### config.mk
export PLATFORM = sky130hd
export DESIGN_NAME = modal_compare_counter
export DESIGN_NICKNAME = d
export VERILOG_FILES = /design/src/hw/rtl/mcc_pkg.sv /design/src/hw/rtl/mcc_step_unit.sv /design/src/hw/rtl/modal_compare_counter.sv
export SDC_FILE = /design/constraint.sdc
export NUM_CORES = 1
export LEC_CHECK = 0
export ABC_AREA = 1
export BUFFER_PORTS_ARGS = -buffer_cell sky130_fd_sc_hd__buf_2
export CORE_AREA = 2 2 164 166
export CTS_CLUSTER_DIAMETER = 80
export DETAILED_ROUTE_END_ITERATION = 6
export DIE_AREA = 0 0 166 168
export PLACE_DENSITY = 0.73
export SYNTH_ARGS = -nofsm -noshare
export SYNTH_HDL_FRONTEND = slang
export SYNTH_SLANG_ARGS = --single-unit
### constraint.sdc
create_clock -name clk -period 5.2 [get_ports clk]
set_input_delay 1.04 -clock clk [delete_from_list [all_inputs] [get_ports clk]]
set_output_delay 1.04 -clock clk [all_outputs]
set_load 0.005 [all_outputs]
### src/hw/rtl/mcc_pkg.sv
// ----------------------------------------------------------------------------
// mcc_pkg: shared types and codes for the modal compare counter
// Request/result payloads, register indexes, operation and mode codes.
// ----------------------------------------------------------------------------
`default_nettype none

package mcc_pkg;

	localparam int CountWidth = 32;
	localparam int StepWidth  = 16;
	localparam int EvtWidth   = 16;
	localparam int CfgWidth   = 32;

	// register indexes
	localparam logic [1:0] RegReload    = 2'd0;
	localparam logic [1:0] RegCountDown = 2'd1;
	localparam logic [1:0] RegMode      = 2'd2;
	localparam logic [1:0] RegEventEn   = 2'd3;

	// operations
	localparam logic [1:0] OpTick    = 2'd0;
	localparam logic [1:0] OpCountBy = 2'd1;
	localparam logic [1:0] OpForce   = 2'd2;
	localparam logic [1:0] OpReset   = 2'd3;

	// modes
	localparam logic [1:0] ModeWrapped = 2'd0;
	localparam logic [1:0] ModeSingle  = 2'd1;
	localparam logic [1:0] ModeFree    = 2'd2;
	localparam logic [1:0] ModeLimited = 2'd3;

	typedef struct packed {
		logic [1:0]                  operation;
		logic signed [StepWidth-1:0] step_amount;
	} req_t;

	typedef struct packed {
		logic                  hit;
		logic [EvtWidth-1:0]   event_count;
		logic [CountWidth-1:0] count_value;
		logic                  running;
	} res_t;

	// configuration as seen by the step unit
	typedef struct packed {
		logic [CountWidth-1:0] reload_value;
		logic                  decrement;
		logic [1:0]            mode;
		logic                  event_enable;
	} step_cfg_t;

	// counter state before/after one step
	typedef struct packed {
		logic [CountWidth-1:0] count;
		logic                  enabled;
	} cnt_state_t;

	typedef struct packed {
		cnt_state_t nxt;
		logic       hit;
		logic       fire;
	} step_out_t;

endpackage

`default_nettype wire

### src/hw/rtl/mcc_step_unit.sv
// ----------------------------------------------------------------------------
// mcc_step_unit: one counter step with compare and mode action
// Adds +1/-1 (0 when disabled), compares with the target, applies the mode.
// ----------------------------------------------------------------------------
`default_nettype none

module mcc_step_unit (
	input  wire mcc_pkg::step_cfg_t  cfg,
	input  wire mcc_pkg::cnt_state_t cur,
	input  wire                      go_down,
	output mcc_pkg::step_out_t       res
);

	logic [mcc_pkg::CountWidth-1:0] delta;
	logic [mcc_pkg::CountWidth-1:0] sum;
	logic [mcc_pkg::CountWidth-1:0] target;

	always_comb begin
		if (!cur.enabled) begin
			delta = '0;
		end else if (go_down) begin
			delta = '1;
		end else begin
			delta = {{(mcc_pkg::CountWidth-1){1'b0}}, 1'b1};
		end
		sum    = cur.count + delta;
		target = cfg.decrement ? '0 : cfg.reload_value;

		res.nxt.count   = sum;
		res.nxt.enabled = cur.enabled;
		res.hit         = (sum == target);
		res.fire        = 1'b0;

		if (res.hit) begin
			case (cfg.mode)
				mcc_pkg::ModeWrapped: begin
					res.fire        = cfg.event_enable;
					res.nxt.enabled = 1'b1;
					res.nxt.count   = cfg.decrement ? cfg.reload_value : '0;
				end
				mcc_pkg::ModeSingle: begin
					res.fire        = cfg.event_enable & cur.enabled;
					res.nxt.enabled = 1'b0;
				end
				mcc_pkg::ModeFree: begin
					res.fire = cfg.event_enable;
				end
				default: begin
					// limited: back off, i.e. keep the pre-step count
					res.fire      = cfg.event_enable;
					res.nxt.count = cur.count;
				end
			endcase
		end
	end

endmodule

`default_nettype wire

### src/hw/rtl/modal_compare_counter.sv
// ----------------------------------------------------------------------------
// modal_compare_counter: up/down compare counter with reload modes
// Sequencer around a single shared step unit; one request at a time.
// ----------------------------------------------------------------------------
// Sequencing: a request is taken only when the sequencer is idle. After the
// accept edge the block makes one pass through the shared step unit per
// counter step and then loads the result register: tick and force compare
// make one step, reset and count-by zero make none, and count-by n makes |n|
// steps (the most for n = -32768). The result register decouples the two
// sides: a new request may be accepted while the last result still waits,
// and the sequencer only stalls after its last step if that register is full.
// Register writes go straight to the config flops; mode, reload and target
// changes affect the next step, the step direction is taken at accept, and
// a write does not change the count; a reset request reloads it.
// ----------------------------------------------------------------------------
`default_nettype none

module modal_compare_counter (
	input  wire                           clk,
	input  wire                           arst_n,
	// config write port
	input  wire                           cfg_we,
	input  wire [1:0]                     cfg_index,
	input  wire [mcc_pkg::CfgWidth-1:0]   cfg_data,
	// request channel
	input  wire                           in_valid,
	output logic                          in_ready,
	input  wire mcc_pkg::req_t            in_data,
	// result channel
	output logic                          out_valid,
	input  wire                           out_ready,
	output mcc_pkg::res_t                 out_data
);

	localparam logic StIdle = 1'b0;
	localparam logic StRun  = 1'b1;

	logic                              state_q;

	// config registers
	mcc_pkg::step_cfg_t                cfg_q;

	// counter state
	mcc_pkg::cnt_state_t               cnt_q;
	logic [mcc_pkg::StepWidth-1:0]     steps_q;
	logic                              dir_down_q;
	logic                              hit_q;
	logic [mcc_pkg::EvtWidth-1:0]      events_q;

	// result register
	logic                              out_valid_q;
	mcc_pkg::res_t                     res_q;

	mcc_pkg::step_out_t                step;
	logic                              accept;
	logic                              finish;
	logic [mcc_pkg::StepWidth-1:0]     raw;
	logic [mcc_pkg::StepWidth-1:0]     mag;
	logic [mcc_pkg::CountWidth-1:0]    target;

	mcc_step_unit u_step (
		.cfg     (cfg_q),
		.cur     (cnt_q),
		.go_down (dir_down_q),
		.res     (step)
	);

	assign in_ready  = (state_q == StIdle);
	assign accept    = in_valid & in_ready;
	// done once all steps have gone and the result register is free
	assign finish    = (state_q == StRun) && (steps_q == '0) && (!out_valid_q || out_ready);
	assign out_valid = out_valid_q;
	assign out_data  = res_q;

	always_comb begin
		raw    = in_data.step_amount;
		// magnitude of a negative step count; -32768 stays 0x8000
		mag    = raw[mcc_pkg::StepWidth-1] ? (~raw + {{(mcc_pkg::StepWidth-1){1'b0}}, 1'b1})
		                                   : raw;
		target = cfg_q.decrement ? '0 : cfg_q.reload_value;
	end

	// config writes
	always_ff @(posedge clk or negedge arst_n) begin
		if (!arst_n) begin
			cfg_q <= '0;
		end else if (cfg_we) begin
			case (cfg_index)
				mcc_pkg::RegReload:    cfg_q.reload_value <= cfg_data[mcc_pkg::CountWidth-1:0];
				mcc_pkg::RegCountDown: cfg_q.decrement    <= cfg_data[0];
				mcc_pkg::RegMode:      cfg_q.mode         <= cfg_data[1:0];
				mcc_pkg::RegEventEn:   cfg_q.event_enable <= cfg_data[0];
				default: ;
			endcase
		end
	end

	// sequencer and counter state
	always_ff @(posedge clk or negedge arst_n) begin
		if (!arst_n) begin
			state_q       <= StIdle;
			cnt_q.count   <= '0;
			cnt_q.enabled <= 1'b1;
			steps_q       <= '0;
			dir_down_q    <= 1'b0;
			hit_q         <= 1'b0;
			events_q      <= '0;
		end else begin
			case (state_q)
				StIdle: begin
					if (accept) begin
						state_q    <= StRun;
						hit_q      <= 1'b0;
						events_q   <= '0;
						dir_down_q <= cfg_q.decrement;
						steps_q    <= '0;
						case (in_data.operation)
							mcc_pkg::OpTick: begin
								steps_q <= {{(mcc_pkg::StepWidth-1){1'b0}}, 1'b1};
							end
							mcc_pkg::OpCountBy: begin
								steps_q    <= mag;
								dir_down_q <= raw[mcc_pkg::StepWidth-1];
							end
							mcc_pkg::OpForce: begin
								// park one step short of the target, then tick
								steps_q     <= {{(mcc_pkg::StepWidth-1){1'b0}}, 1'b1};
								cnt_q.count <= cfg_q.decrement
									? target + {{(mcc_pkg::CountWidth-1){1'b0}}, 1'b1}
									: target - {{(mcc_pkg::CountWidth-1){1'b0}}, 1'b1};
							end
							default: begin
								cnt_q.enabled <= 1'b1;
								cnt_q.count   <= cfg_q.decrement ? cfg_q.reload_value : '0;
							end
						endcase
					end
				end
				default: begin
					if (steps_q != '0) begin
						cnt_q    <= step.nxt;
						steps_q  <= steps_q - {{(mcc_pkg::StepWidth-1){1'b0}}, 1'b1};
						hit_q    <= hit_q | step.hit;
						events_q <= events_q + {{(mcc_pkg::EvtWidth-1){1'b0}}, step.fire};
					end else if (finish) begin
						state_q <= StIdle;
					end
				end
			endcase
		end
	end

	// result register
	always_ff @(posedge clk or negedge arst_n) begin
		if (!arst_n) begin
			out_valid_q <= 1'b0;
		end else if (finish) begin
			out_valid_q <= 1'b1;
		end else if (out_ready) begin
			out_valid_q <= 1'b0;
		end
	end

	always_ff @(posedge clk) begin
		if (finish) begin
			res_q.hit         <= hit_q;
			res_q.event_count <= events_q;
			res_q.count_value <= cnt_q.count;
			res_q.running     <= cnt_q.enabled;
		end
	end

endmodule

`default_nettype wire

# ---- Word-level counts from Yosys, hierarchy flattened
# Index checks and enable logic that the tools add are counted.
dict set report totals {
  memories 0
  rom_bits 0
  out_inout_bits 52
  ff_bits 155
  latch_bits 0
  ram_bits 0
}
dict set report op_classes {
  n_div 0
  n_bitwise 5
  mul 0
  n_shift 0
  addsub 6
  eq_ne 14
  magnitude_cmp 0
  reduce_logical 23
  n_mux 33
}
# op n
set ops {}
lappend ops {{$mux 32} 5}
lappend ops {{$mux 33} 4}
lappend ops {{$pmux 32 s2} 2}
lappend ops {{$mux 16} 7}
lappend ops {{$add 32x1->32 const B} 1}
lappend ops {{$add 32x32->32} 1}
lappend ops {{$eq 32x32->1} 1}
lappend ops {{$pmux 16 s2} 1}
lappend ops {{$sub 32x1->32 const B} 1}
lappend ops {{$add 16x1->16} 1}
lappend ops {{$add 16x1->16 const B} 1}
lappend ops {{$logic_not 16->1} 1}
lappend ops {{$not 16->16} 1}
lappend ops {{$reduce_bool 16->1} 1}
lappend ops {{$sub 16x1->16 const B} 1}
lappend ops {{$mux 1} 13}
lappend ops {{$reduce_and 2->1} 6}
lappend ops {{$eq 2x2->1 const B} 4}
lappend ops {{$ne 2x1->1 const B} 4}
lappend ops {{$eq 2x1->1 const B} 3}
lappend ops {{$logic_not 2->1} 3}
lappend ops {{$reduce_or 2->1} 3}
lappend ops {{$reduce_and 5->1} 1}
lappend ops {{$ne 4x3->1 const B} 1}
lappend ops {{11 further kinds} 14}

# ---- Longest topological paths before layout
dict set report depth {
  depth_word 8
  ltp_mapped 35
  mapped_depth_nobuf 32
}

# ---- Hierarchy
# A second synthesis with hierarchy kept.
dict set report hier_totals {
  hier_cells 2321
  area_unflattened_um2 14034.7
}
# module area_each_um2 n_inst cells_per_inst
set by_module_without_submodules {}
lappend by_module_without_submodules {modal_compare_counter 9152.5 1 1213}
lappend by_module_without_submodules {mcc_step_unit 4882.2 1 1108}

# ---- Worst setup path after synthesis
# No wires, ideal clock.
dict set report synth_path {
  path_kind {register to register}
  startpoint {register cnt_q[0] (netlist name)}
  endpoint {register events_q[10] (netlist name)}
  setup_time_ps 119
  synth_period_minus_slack_ps 4186
  t_required_ps 5081
  arrival_ps 4067
  setup_slack_ps 1014
  path_stages_with_launch 35
  path_buffers 3
  path_cell_list {dfstp_2 buf_2 buf_2 nand3_1 nand2_1 inv_1 ha_1 inv_1 nand2_1 nand2_1 nand2_1 nand2_1 nand2_1 nand2_1 nand2_1 nand2_1 nand2_1 nand2_1 nand2_1 nor2_1 nand2_1 nor2_4 nand3_4 buf_2 nor2_1 ha_1 nand2_1 inv_1 and3_1 nand3_1 nor2_1 nand3_1 nor2_1 a21oi_1 o21a_1}
}
dict set report synth_via {
  elab_chain_cells 7
  word_cells_on_any_way 9
}
# item line
set synth_lines {}
lappend synth_lines {{start, declared} modal_compare_counter.sv:44} ;# mcc_pkg::cnt_state_t cnt_q;
lappend synth_lines {{start signal, assigned} modal_compare_counter.sv:141} ;# cnt_q <= step.nxt;
lappend synth_lines {{$mux 32} mcc_step_unit.sv:19} ;# if (!cur.enabled) begin
lappend synth_lines {{$add 32x32->32} mcc_step_unit.sv:26} ;# sum = cur.count + delta;
lappend synth_lines {{$eq 32x32->1} mcc_step_unit.sv:31} ;# res.hit = (sum == target);
lappend synth_lines {{$mux 1 *} mcc_step_unit.sv:34} ;# if (res.hit) begin
lappend synth_lines {{$add 16x1->16 *} modal_compare_counter.sv:144} ;# events_q <= events_q + {{(mcc_pkg::EvtWidth-1){1'b0}}, step.fire};
lappend synth_lines {{$mux 16 *} modal_compare_counter.sv:140} ;# if (steps_q != '0) begin
lappend synth_lines {{$mux 16 *} modal_compare_counter.sv:109} ;# case (state_q)
lappend synth_lines {{end signal, assigned} modal_compare_counter.sv:144}
lappend synth_lines {{end, declared} modal_compare_counter.sv:48} ;# logic [mcc_pkg::EvtWidth-1:0] events_q;
# Mark *: on every way between the ends. The rest lies on a longest branch, timed or not. The select of a mux whose other input is x is not followed.
# A chain may end at the register's enable or synchronous reset.

# ---- Worst setup path after layout
dict set report layout_path {
  startpoint {register dir_down_q}
  endpoint {register events_q[15] (netlist name)}
}
dict set report layout_via {
  elab_chain_cells 8
}
# item line
set layout_lines {}
lappend layout_lines {{start, declared} modal_compare_counter.sv:46} ;# logic dir_down_q;
lappend layout_lines {{start signal, assigned} modal_compare_counter.sv:115} ;# dir_down_q <= cfg_q.decrement;
lappend layout_lines {{start signal, assigned} modal_compare_counter.sv:123} ;# dir_down_q <= raw[mcc_pkg::StepWidth-1];
lappend layout_lines {{$mux 32} mcc_step_unit.sv:21} ;# end else if (go_down) begin
lappend layout_lines {{$mux 32} mcc_step_unit.sv:19}
lappend layout_lines {{$add 32x32->32} mcc_step_unit.sv:26}
lappend layout_lines {{$eq 32x32->1} mcc_step_unit.sv:31}
lappend layout_lines {{$mux 1} mcc_step_unit.sv:34}
lappend layout_lines {{$add 16x1->16} modal_compare_counter.sv:144}
lappend layout_lines {{$mux 16} modal_compare_counter.sv:140}
lappend layout_lines {{$mux 16} modal_compare_counter.sv:109}
# No other way between the ends. The select of a mux whose other input is x is not followed.

==> impl_metrics.toml <==
[critical_path]
crit_fanout = 30
cp-start-kind = "flip-flop"
slowest_delay_ns = 0.46
r2r_end = "events_q[15]"
worst_setup_path_end_kind = "flip-flop"
arrival_ns = 4.89
crit_top_cell = "nand2_1"
worst_ep_required_time_ns = 5.54
r2r-start = "dir_down_q"
critical_path_class = "reg2reg"
cp_slowest_cell = "dfrtp_1"
r2r_cells = 28
rrSetupSlack_ns = 0.65

[placement]
port_buffers = 108
placed_cells = 2457
place_congestion = 0.943
dp_hpwl_um = 32300

[synthesis]
synth_seq_cells = 155
synth_area_mm2 = 0.0129
ys_types = 54
synth_area_leaders = "dfrtp_1 20%, nand2_1 15%, edfxtp_1 12%, nor2_1 8.5%, inv_1 8.0%"
synth.largest_area_cell = "dfrtp_1"
avgSynthCellArea_um2 = 6.22
synth_ff_type = "dfrtp_1"
synthTopCellsByCount = "529 x nand2_1, 291 x nor2_1, 275 x inv_1"
syn_inst = 2067
async_reset_ff_frac = 0.677
synth_most_common_cell = "nand2_1"
synth_top_area_frac = 0.202
synth-edff-count = 50
seq_area_frac_synth = 0.321
syn-num-nets = 2135
synth_warnings = 0

[routing]
dr.max_layer_used = "met4"
dr.first_iter.drc_count = 1572
met2WireLength_um = 17600
dr_wl_met3_um = 3580
avgRoutedWirePerCell_um = 16.9
wl_um = 42200
vias = 13900
postRouteAntennaNets = 0
viasPerCell = 5.58
drc = 0
firstDrtPassIters = 6
m1WireLength_um = 20500

[sta]
finalClockSkew_ns = 0.0131
max_freq_ghz = 0.220
rsz0062_at_grt = "no"
hold_ws_ns = 0.465
fin_crit_sh = 0.875
min_period_ns = 4.55
finalSetupViolations = 0
relSlewSlack = 0.270
slew_viol_final = 0
worstMarginPinSlew_ns = 1.09
finalHoldViolCount = 0
fin_tns_setup_ns = 0

[clocking]
cts_max_level = 4
cts_resized = 0
numCtsBuffers = 17
clock-root-buffer = "clkbuf_16"
clkSlewWorstSetupHoldPaths_ns = 0.08
cts_hold_buffers = 0
clockBufferDepth = 2
cts_sinks = 155
cts_tree = "done"
cts_setup_buffers = 0
worstSkewPairLatency_ns = 0.45

[pwr]
power_frac_seq = 0.282
swShare = 0.515
power_density_mw_per_mm2 = 485
peakVddDrop_mv = 0.244
p_clk_frac = 0.194
p_sw_uw = 3590
combinationalPowerShare = 0.524
leakagePower_uw = 0.00714
p_int_uw = 3370

[die]
die_y_um = 168
ios = 109
rows = 60
start_util = 0.488
coreArea_mm2 = 0.0264
die_w_um = 166
die_area_mm2 = 0.0279

[grt]
globalRouteOverflowTotal = 0
grt_pass1_wl_um = 67400
grtUsageTotal = 0.301
grt_max_degree = 70
first_global_vias = 12500
antenna_found_initial = 0

[outcome]
outcome = "finished, final reports clean"

[worst_hold_path]
holdPathStages = 0
worstHoldStart = "hit_q"
hold_path_class = "reg2reg"
hold_path_end = "out_data[49]"

[finish]
n_antenna_cell = 0
final_cells = 2489
area_delta_synth_final_pct = 11.4
layout-drive-gt1-share = 0.0936
nNetsFinal = 2203
fin_util = 0.544

[run]
maxCapViolCount = 0
-- logic make-up (layout without fill, tap and decap cells) --
group,count (synthesis),in the layout,share of synthesized area
compound gates,342,342,0.147
simple gates,1144,1144,0.381
fa+ha+maj,11,11,0.0107
buf+inv,372,453,0.111
xor+xnor,42,42,0.0286
mux,1,1,0.000875
flops,155,155,0.321
-- critical path, delay by kind of cell, from the launching register on --
kind	cells	cell delay, ns
AND/OR/NAND/NOR	22	3.10
flip-flops	1	0.46
buffers and inverters	3	0.37
adder cells (fa/ha/maj)	2	0.36
XOR/XNOR	1	0.15
-- power groups by stage --
stage / clock (µW) / combinational, µW / sequential [µW]
final: 1350 / 3640 / 1960
after global routing: 1420 / 4130 / 1990
after CTS: 1370 / 3540 / 1940
after detailed placement: 0 / 3520 / 1960
after global placement: 0 / 3490 / 1960
after floorplan: 0 / 2700 / 1770
-- worst max path at each step --
stage	end	slack, ns	start	cells after the start
3_5_place_dp	events_q[14]	0.60	cnt_q[0]	28
3_3_place_gp	events_q[14]	0.67	cnt_q[0]	31
6_report	events_q[15]	0.65	dir_down_q	28
4_1_cts	events_q[14]	0.57	cnt_q[0]	28
2_1_floorplan	events_q[10]	1.01	cnt_q[0]	34
5_1_grt	events_q[14]	0.06	cnt_q[0]	31
-- final cells by class --
class / instances / area, µm²
Clock buffer: 17 / 425
Clock inverter: 15 / 211
Fill cell: 2659 / 12000
Inverter: 294 / 1100
Multi-Input combinational cell: 1540 / 7330
Sequential cell: 155 / 4140
Tap cell: 341 / 427
Timing Repair Buffer: 127 / 702
-- metal layers --
layer | vias to the layer above | track usage
met2 | 604 | 0.436
li1 | 6901 | -
met5 | - | 0
met3 | 27 | 0.0484
met1 | 6355 | 0.472
met4 | 0 | 0.0609
-- registers in the layout, summed over array words and instances (netlist names) --
register    flops
cfg_q          36
cnt_q          33
dir_down_q      1
events_q       16
hit_q           1
out_data       50
out_valid       1
state_q         1
steps_q        16
-- metrics by stage --
stage / instance area [µm²] / setup slack [ns] / power [µW]
final: 14300 / 0.650 / 6960
after floorplan: 12900 / 1.01 / 4470
after detailed placement: 13700 / 0.600 / 5480
after CTS: 14300 / 0.570 / 6850
after global placement: 13700 / 0.668 / 5450
after global routing: 14300 / 0.0582 / 7540
-- cells in the final DEF, fill, tap and decap left out, drive strengths merged, types with 2 or more instances in the layout --
cell,count
nor2,299
o31ai,4
o211ai,2
nor3,27
ha,11
clkbuf,17
and3,2
and2,4
a31oi,19
o21bai,5
a21oi,169
edfxtp,50
nor4,8
o21ai,106
a41oi,9
clkinv,10
dfrtp,104
a211oi,6
nand3,191
buf,127
a221oi,4
a21boi,3
nand4,61
nand2,533
nand3b,13
inv,299
o21a,3
xnor2,6
or2,2
xor2,36
o41ai,6
Power figures use the tool's default switching activity.
